`config.mk`:
```
export PLATFORM = sky130hd
export DESIGN_NAME = dda_line_rasterizer
export DESIGN_NICKNAME = d
export VERILOG_FILES = /design/src/rtl/core/dda_pkg.sv /design/src/rtl/core/dda_div.sv /design/src/rtl/core/dda_pix.sv /design/src/rtl/core/dda_line_rasterizer.sv
export SDC_FILE = /design/constraint.sdc
export NUM_CORES = 1
export LEC_CHECK = 0
export BUFFER_PORTS_ARGS = -buffer_cell sky130_fd_sc_hd__buf_2
export CAP_MARGIN = 25
export CORE_UTILIZATION = 55
export CTS_CLUSTER_SIZE = 24
export DETAILED_ROUTE_END_ITERATION = 7
export PLACE_DENSITY = 0.73
export SLEW_MARGIN = 5
export SYNTH_ARGS = -nofsm -noshare
export SYNTH_HDL_FRONTEND = slang
export SYNTH_HIERARCHICAL = 1
export SYNTH_SLANG_ARGS = --single-unit
```
`constraint.sdc`:
```
create_clock -name aclk -period 15.05 [get_ports aclk]
set_clock_uncertainty 0.15 [all_clocks]
set_input_delay 0.7525 -clock aclk [delete_from_list [all_inputs] [get_ports aclk]]
set_output_delay 0.7525 -clock aclk [all_outputs]
set_load 0.005 [all_outputs]
```
`src/rtl/core/dda_pkg.sv`:
```
// Shared types and constants for the DDA line rasterizer.
`timescale 1ns / 1ps
`default_nettype none

package dda_pkg;

    // Item kinds carried on the input tuser bit.
    localparam logic OP_LOAD = 1'b0;
    localparam logic OP_STEP = 1'b1;

    typedef enum logic [1:0] {
        ST_IDLE,
        ST_DIVIDE,
        ST_STORE
    } dda_state_t;

    // Strobes from the sequencer to the pixel generator.
    typedef struct packed {
        logic load_pos;
        logic load_step;
        logic advance;
    } dda_ctl_t;

endpackage

`default_nettype wire

```
`src/rtl/core/dda_div.sv`:
```
// Bit-serial restoring divider producing one quotient bit per cycle while enable is high.
`timescale 1ns / 1ps
`default_nettype none

module dda_div #(
    parameter int COORD_BITS = 10,
    parameter int FRAC_BITS  = 16
) (
    input  wire logic                   aclk,
    input  wire logic                   start,
    input  wire logic                   enable,
    input  wire logic [COORD_BITS-1:0]  mag,
    input  wire logic [COORD_BITS-1:0]  len,
    output logic      [FRAC_BITS:0]     quot
);

    logic [COORD_BITS:0]   rem_reg, rem_next;
    logic [COORD_BITS-1:0] len_reg;
    logic [FRAC_BITS:0]    quot_reg, quot_next;
    logic [COORD_BITS+1:0] diff;
    logic [COORD_BITS:0]   rem_sel;
    logic                  q_bit;

    // The span never exceeds len, so the partial remainder starts as the span itself.
    always_comb begin
        diff      = {1'b0, rem_reg} - {2'b00, len_reg};
        q_bit     = ~diff[COORD_BITS+1];
        rem_sel   = q_bit ? diff[COORD_BITS:0] : rem_reg;
        rem_next  = {rem_sel[COORD_BITS-1:0], 1'b0};
        quot_next = {quot_reg[FRAC_BITS-1:0], q_bit};
    end

    always_ff @(posedge aclk) begin
        if (start) begin
            rem_reg  <= {1'b0, mag};
            len_reg  <= len;
            quot_reg <= '0;
        end else if (enable) begin
            rem_reg  <= rem_next;
            quot_reg <= quot_next;
        end
    end

    assign quot = quot_reg;

endmodule

`default_nettype wire

```
`src/rtl/core/dda_pix.sv`:
```
// Pixel generator: position accumulators, increments and the output register.
`timescale 1ns / 1ps
`default_nettype none

module dda_pix
    import dda_pkg::*;
#(
    parameter int COORD_BITS = 10,
    parameter int FRAC_BITS  = 16
) (
    input  wire logic                   aclk,
    input  wire logic                   aresetn,
    input  wire dda_ctl_t               ctl,
    input  wire logic [COORD_BITS-1:0]  start_x,
    input  wire logic [COORD_BITS-1:0]  start_y,
    input  wire logic [FRAC_BITS+1:0]   step_x,
    input  wire logic [FRAC_BITS+1:0]   step_y,
    input  wire logic                   last_in,
    input  wire logic                   out_ready,
    output logic                        out_valid,
    output logic      [COORD_BITS-1:0]  pixel_x,
    output logic      [COORD_BITS-1:0]  pixel_y,
    output logic                        last
);

    localparam int ACC_BITS = COORD_BITS + FRAC_BITS;

    logic [ACC_BITS-1:0]   x_acc_reg, y_acc_reg;
    logic [ACC_BITS-1:0]   x_acc_next, y_acc_next;
    logic [FRAC_BITS+1:0]  x_step_reg, y_step_reg;
    logic [COORD_BITS-1:0] pix_x_reg, pix_y_reg;
    logic                  last_reg;
    logic                  valid_reg;

    // Increments are sign-extended to the accumulator width; the sum wraps.
    always_comb begin
        x_acc_next = x_acc_reg + {{(ACC_BITS-FRAC_BITS-2){x_step_reg[FRAC_BITS+1]}}, x_step_reg};
        y_acc_next = y_acc_reg + {{(ACC_BITS-FRAC_BITS-2){y_step_reg[FRAC_BITS+1]}}, y_step_reg};
    end

    always_ff @(posedge aclk) begin
        if (ctl.load_pos) begin
            x_acc_reg <= {start_x, 1'b1, {(FRAC_BITS-1){1'b0}}};
            y_acc_reg <= {start_y, 1'b1, {(FRAC_BITS-1){1'b0}}};
        end else if (ctl.advance) begin
            x_acc_reg <= x_acc_next;
            y_acc_reg <= y_acc_next;
        end
        if (ctl.load_step) begin
            x_step_reg <= step_x;
            y_step_reg <= step_y;
        end
        if (ctl.advance) begin
            pix_x_reg <= x_acc_reg[ACC_BITS-1:FRAC_BITS];
            pix_y_reg <= y_acc_reg[ACC_BITS-1:FRAC_BITS];
            last_reg  <= last_in;
        end
    end

    always_ff @(posedge aclk) begin
        if (!aresetn) begin
            valid_reg <= 1'b0;
        end else if (ctl.advance) begin
            valid_reg <= 1'b1;
        end else if (out_ready) begin
            valid_reg <= 1'b0;
        end
    end

    assign out_valid = valid_reg;
    assign pixel_x   = pix_x_reg;
    assign pixel_y   = pix_y_reg;
    assign last      = last_reg;

endmodule

`default_nettype wire

```
`src/rtl/core/dda_line_rasterizer.sv`:
```
// Top level of the DDA line rasterizer: sequencer, line counters and stream ports.
// Load: a load transaction keeps s_tready low while the two bit-serial dividers produce their
// FRAC_BITS + 1 quotient bits in ST_DIVIDE and the increments are stored in ST_STORE.
// Throughput: step transactions are taken one per cycle while m_tready keeps up; each pixel
// is on m_tdata the cycle after its step is accepted; the output register lets the next step in.
// Reset (aresetn low at a clock edge, synchronous) drops any line and empties the output register.
`timescale 1ns / 1ps
`default_nettype none

module dda_line_rasterizer
    import dda_pkg::*;
#(
    parameter int COORD_BITS = 10,
    parameter int FRAC_BITS  = 16
) (
    input  wire logic                                  aclk,
    input  wire logic                                  aresetn,
    // Input stream. tdata from bit 0: start_x, start_y, end_x, end_y, zero padding.
    input  wire logic                                  s_tvalid,
    output logic                                       s_tready,
    input  wire logic [((4*COORD_BITS+7)/8)*8-1:0]     s_tdata,
    // tuser: operation (load new endpoints or request the next pixel).
    input  wire logic                                  s_tuser,
    // Result stream. tdata from bit 0: pixel_x, pixel_y, zero padding.
    output logic                                       m_tvalid,
    input  wire logic                                  m_tready,
    output logic      [((2*COORD_BITS+7)/8)*8-1:0]     m_tdata,
    output logic                                       m_tlast
);

    localparam int OUT_W = ((2*COORD_BITS+7)/8)*8;
    localparam int CNT_W = $clog2(FRAC_BITS+1);

    dda_state_t state_reg, state_next;

    logic [CNT_W-1:0]      cnt_reg, cnt_next;
    logic [COORD_BITS:0]   pixels_left_reg, pixels_left_next;
    logic                  line_active_reg, line_active_next;
    logic                  neg_x_reg, neg_y_reg, len_zero_reg;

    logic [COORD_BITS-1:0] sx, sy, ex, ey;
    logic [COORD_BITS-1:0] adx, ady, len;
    logic                  in_acc, load_acc, step_acc;
    logic                  last_pix;
    logic                  div_start, div_en;
    logic [FRAC_BITS:0]    quot_x, quot_y;
    logic [FRAC_BITS+1:0]  step_x, step_y;
    logic [COORD_BITS-1:0] pixel_x, pixel_y;
    dda_ctl_t              ctl;

    // Unpack the endpoint fields; bits beyond the four coordinates are ignored.
    assign sx = s_tdata[COORD_BITS-1:0];
    assign sy = s_tdata[2*COORD_BITS-1:COORD_BITS];
    assign ex = s_tdata[3*COORD_BITS-1:2*COORD_BITS];
    assign ey = s_tdata[4*COORD_BITS-1:3*COORD_BITS];

    // Spans and line length: the longer axis decides how many pixels the line gets.
    assign adx = (ex >= sx) ? (ex - sx) : (sx - ex);
    assign ady = (ey >= sy) ? (ey - sy) : (sy - ey);
    assign len = (adx >= ady) ? adx : ady;

    // Input is taken only in idle, and only when the output register is free or draining.
    assign s_tready = (state_reg == ST_IDLE) & (~m_tvalid | m_tready);

    assign in_acc   = s_tvalid & s_tready;
    assign load_acc = in_acc & (s_tuser == OP_LOAD);
    assign step_acc = in_acc & (s_tuser == OP_STEP);
    assign last_pix = (pixels_left_reg <= (COORD_BITS+1)'(1));

    // The dividers deliver the increment magnitudes; the sign of the span is applied
    // afterwards. A line of zero length gets no increment at all.
    always_comb begin
        step_x = {1'b0, quot_x};
        step_y = {1'b0, quot_y};
        if (neg_x_reg) begin
            step_x = -step_x;
        end
        if (neg_y_reg) begin
            step_y = -step_y;
        end
        if (len_zero_reg) begin
            step_x = '0;
            step_y = '0;
        end
    end

    always_ff @(posedge aclk) begin
        if (!aresetn) begin
            state_reg       <= ST_IDLE;
            cnt_reg         <= '0;
            pixels_left_reg <= '0;
            line_active_reg <= 1'b0;
        end else begin
            state_reg       <= state_next;
            cnt_reg         <= cnt_next;
            pixels_left_reg <= pixels_left_next;
            line_active_reg <= line_active_next;
        end
    end

    always_ff @(posedge aclk) begin
        if (load_acc) begin
            neg_x_reg    <= (ex < sx);
            neg_y_reg    <= (ey < sy);
            len_zero_reg <= (len == '0);
        end
    end

    // Sequencer. Steps are served straight from idle; a load runs the dividers in ST_DIVIDE
    // and then stores the signed increments in ST_STORE.
    always_comb begin
        state_next       = state_reg;
        cnt_next         = cnt_reg;
        pixels_left_next = pixels_left_reg;
        line_active_next = line_active_reg;
        div_start        = 1'b0;
        div_en           = 1'b0;
        ctl              = '0;
        case (state_reg)
            ST_IDLE: begin
                if (load_acc) begin
                    div_start        = 1'b1;
                    ctl.load_pos     = 1'b1;
                    cnt_next         = CNT_W'(FRAC_BITS);
                    pixels_left_next = {1'b0, len} + (COORD_BITS+1)'(1);
                    line_active_next = 1'b1;
                    state_next       = ST_DIVIDE;
                end else if (step_acc && line_active_reg) begin
                    ctl.advance = 1'b1;
                    if (last_pix) begin
                        pixels_left_next = '0;
                        line_active_next = 1'b0;
                    end else begin
                        pixels_left_next = pixels_left_reg - (COORD_BITS+1)'(1);
                    end
                end
            end
            ST_DIVIDE: begin
                div_en = 1'b1;
                if (cnt_reg == '0) begin
                    state_next = ST_STORE;
                end else begin
                    cnt_next = cnt_reg - CNT_W'(1);
                end
            end
            ST_STORE: begin
                ctl.load_step = 1'b1;
                state_next    = ST_IDLE;
            end
            default: begin
                state_next = ST_IDLE;
            end
        endcase
    end

    dda_div #(
        .COORD_BITS (COORD_BITS),
        .FRAC_BITS  (FRAC_BITS)
    ) u_div_x (
        .aclk   (aclk),
        .start  (div_start),
        .enable (div_en),
        .mag    (adx),
        .len    (len),
        .quot   (quot_x)
    );

    dda_div #(
        .COORD_BITS (COORD_BITS),
        .FRAC_BITS  (FRAC_BITS)
    ) u_div_y (
        .aclk   (aclk),
        .start  (div_start),
        .enable (div_en),
        .mag    (ady),
        .len    (len),
        .quot   (quot_y)
    );

    dda_pix #(
        .COORD_BITS (COORD_BITS),
        .FRAC_BITS  (FRAC_BITS)
    ) u_pix (
        .aclk      (aclk),
        .aresetn   (aresetn),
        .ctl       (ctl),
        .start_x   (sx),
        .start_y   (sy),
        .step_x    (step_x),
        .step_y    (step_y),
        .last_in   (last_pix),
        .out_ready (m_tready),
        .out_valid (m_tvalid),
        .pixel_x   (pixel_x),
        .pixel_y   (pixel_y),
        .last      (m_tlast)
    );

    assign m_tdata = OUT_W'({pixel_y, pixel_x});

    // A new pixel only appears after a step transaction against an active line.
    a_pixel_source: assert property (@(posedge aclk) disable iff (!aresetn)
        $rose(m_tvalid) |-> $past(step_acc && line_active_reg))
        else $error("pixel issued without an active line");

    // An idle line has nothing left to emit.
    a_idle_empty: assert property (@(posedge aclk) disable iff (!aresetn)
        !line_active_reg |-> (pixels_left_reg == '0))
        else $error("inactive line with pixels outstanding");

    // A line ends only by emitting its final pixel.
    a_end_with_last: assert property (@(posedge aclk) disable iff (!aresetn)
        $fell(line_active_reg) |-> (m_tvalid && m_tlast))
        else $error("line ended without a final pixel");

    // The increments are stored only once the full quotient has been shifted out.
    a_divide_done: assert property (@(posedge aclk) disable iff (!aresetn)
        (state_reg == ST_STORE) |-> $past(state_reg == ST_DIVIDE && cnt_reg == '0))
        else $error("increments stored before division finished");

endmodule

`default_nettype wire
```
==> impl_metrics.json <==
{
  "cts_hold_buf": 0,
  "drc": 16,
  "synth_edf_count": 120,
  "multi_input_area_um2": 8660,
  "start_util_pct": 56.4,
  "die_h_um": 166,
  "cts-htree-levels": 1,
  "fin_crit_sh_pct": 42.9,
  "antenna_found_initial": 3,
  "netlist_instances": 1621,
  "irDropWorstVdd_mv": 0.0735,
  "setup_viol": 0,
  "grt_overflow_total": 0,
  "max_slew_margin_pct": 33.6,
  "hold_viol": 0,
  "grt_usage_pct": 25.3,
  "clock_sinks": 208,
  "grt_max_degree": 81,
  "syn_area_um2": 14800,
  "synth_ff_type": "edfxtp_1",
  "dp.final_hpwl_mm": 25.5,
  "synth_common_cells": "nor2_1, ha_1, edfxtp_1",
  "nets": 1835,
  "async_reset_ff_share_pct": 0,
  "routabilityCongestion": 0.899,
  "outcome": "complete, but fails checks",
  "grt_pass1_wl_mm": 57.4,
  "grt_pass1_vias": 11434,
  "rsz0062_at_grt": "false",
  "avgSynthCellArea_um2": 9.12,
  "drt-initial-drc-count": 948,
  "ys_ff_latch": 208,
  "max_freq_ghz": 0.155,
  "postCtsResizedCells": 0,
  "ys_seq_area_share_pct": 36.3,
  "synth.most_common_cell": "nor2_1",
  "setup.worst_path.class": "in2reg",
  "port_buffers": 67,
  "drive_gt1_share_pct": 10.7,
  "drv_slew": 0,
  "holdCritPathClass": "reg2reg",
  "fillerInstances": 2187,
  "cp.required_ps": 15250,
  "worstMarginPinSlew_ps": 995,
  "end_kind": "register",
  "vias": 12069,
  "total_power_w": 0.00218,
  "wl_met3_mm": 2.23,
  "viasPerCell": 6.00,
  "dieArea_um2": 27500,
  "area_delta_synth_final_pct": 9.74,
  "clk_pin_slew_ps": 60,
  "postCtsSetupBuffers": 0,
  "first_pass_iters": 7,
  "synthTopCellsByArea": "edfxtp_1, dfxtp_1, ha_1",
  "synth_top_area_cell": "edfxtp_1",
  "tns_ps": 0,
  "clk_latency_ps": 510,
  "wl_mm": 35.1,
  "clock_tree.buffer_depth": 3,
  "p_leak_nw": 6.91,
  "ant_nets": 0,
  "powerDensity_nw_per_um2": 135,
  "row_count": 59,
  "routedLengthMet1_mm": 16.4,
  "cts_tree": "built",
  "failed_checks": "design-rule violations",
  "yosys_warnings": 6,
  "fin_crit_ps": 6450,
  "routed.top_layer": "met5",
  "synth.distinct_cells": 88,
  "met2_wirelength_mm": 15.6,
  "cts_buffers": 24,
  "ios": 72,
  "wire_per_inst_um": 17.4,
  "final-seq-area_um2": 5370,
  "cap_violations": 0,
  "cp-start-kind": "input port",
  "cp_max_fo": 29,
  "cts_root_buffer": "clkbuf_16",
  "fp.dieW_um": 166,
  "yosys.area.top_type_share_pct": 24.4,
  "core-area_um2": 26200,
  "arrival_ps": 6650
}
[power breakdown]
| group | total, W | leakage [nW] | internal [W] | switching, W |
|---|---|---|---|---|
| logic | 0.000816 | 4.64 | 0.000336 | 0.000480 |
| clock network | 0.000635 | 0.428 | 0.000403 | 0.000232 |
| registers | 0.000732 | 1.84 | 0.000692 | 0.0000402 |
| total | 0.00218 | 6.91 | 0.00143 | 0.000751 |
[layout make-up]
class	count	share of cell area (%)
inverter	120	2.79
timing repair buffer	78	2.68
antenna	1	0.0154
sequential	208	33.1
multi-input combinational	1227	53.4
tap	335	2.58
clock inverter	10	0.965
clock buffer	34	4.45
[layer usage]
metal	vias up	global-route usage, %
met1	5662	35.4
met4	4	6.91
met2	408	40.7
li1	5941	-
met3	54	3.65
met5	-	0
[cell usage in the layout (no fill, tap or decap), types with 37 or more instances in the layout]
| cell type | n |
|---|---|
| a21oi_1 | 99 |
| ha_1 | 123 |
| a21o_1 | 37 |
| nor3_1 | 43 |
| buf_2 | 67 |
| xnor2_1 | 50 |
| dfxtp_1 | 88 |
| inv_1 | 117 |
| o21ai_0 | 80 |
| mux2i_1 | 72 |
| xor2_1 | 50 |
| edfxtp_1 | 120 |
| nand2_1 | 114 |
| nand3_1 | 40 |
| nor2_1 | 165 |
[stage by stage]
step                      worst slack, ps  std cells  instance area, µm²  util, %  hold WS [ps]
after floorplan                      9070       1624               14800        -           282
after global placement               8270       1966               15300     58.4           291
after global routing                 8310       2012               16200     61.9           313
after CTS                            8700       2011               16200     61.8           309
after detailed placement             8200       1967               15300     58.4           296
final                                8600       2013               16200     61.9           307
[cells by family after synthesis]
group / share of synthesized area (%)
compound gates: 18.5
fa+ha+maj: 11.5
mux: 6.60
flops: 36.3
buf+inv: 5.23
simple gates: 15.9
xor+xnor: 5.93
other cells: 0.0254
[critical path: stages]
cell and delay, ps:
buf_2 110, inv_1 50, ha_1 150, inv_1 60
fa_1 390, a21o_1 210, a221o_1 350, a211oi_4 670
mux2i_1 150, o21ai_0 210, xor2_1 470, ha_1 340
a21o_1 180, a21o_1 170, a211oi_1 340, or4b_1 490
o211ai_2 150, buf_4 320, mux2_2 420, nor4_2 300
nand4_1 140, nor4_2 210
[path summary, 6_finish.rpt]
path | startpoint | to | slack (ps) | cells past startpoint
setup reg to reg | state_reg[1] | u_pix/y_acc_reg[22] | 10920 | 10
hold reg to reg | u_pix/y_acc_reg[20] | u_pix/pixel_y[4] | 310 | 0
setup / recovery | s_tdata[20] | len_zero_reg | 8600 | 22
hold / removal | u_pix/y_acc_reg[20] | u_pix/pixel_y[4] | 310 | 0
Power figures use the tool's default switching activity.
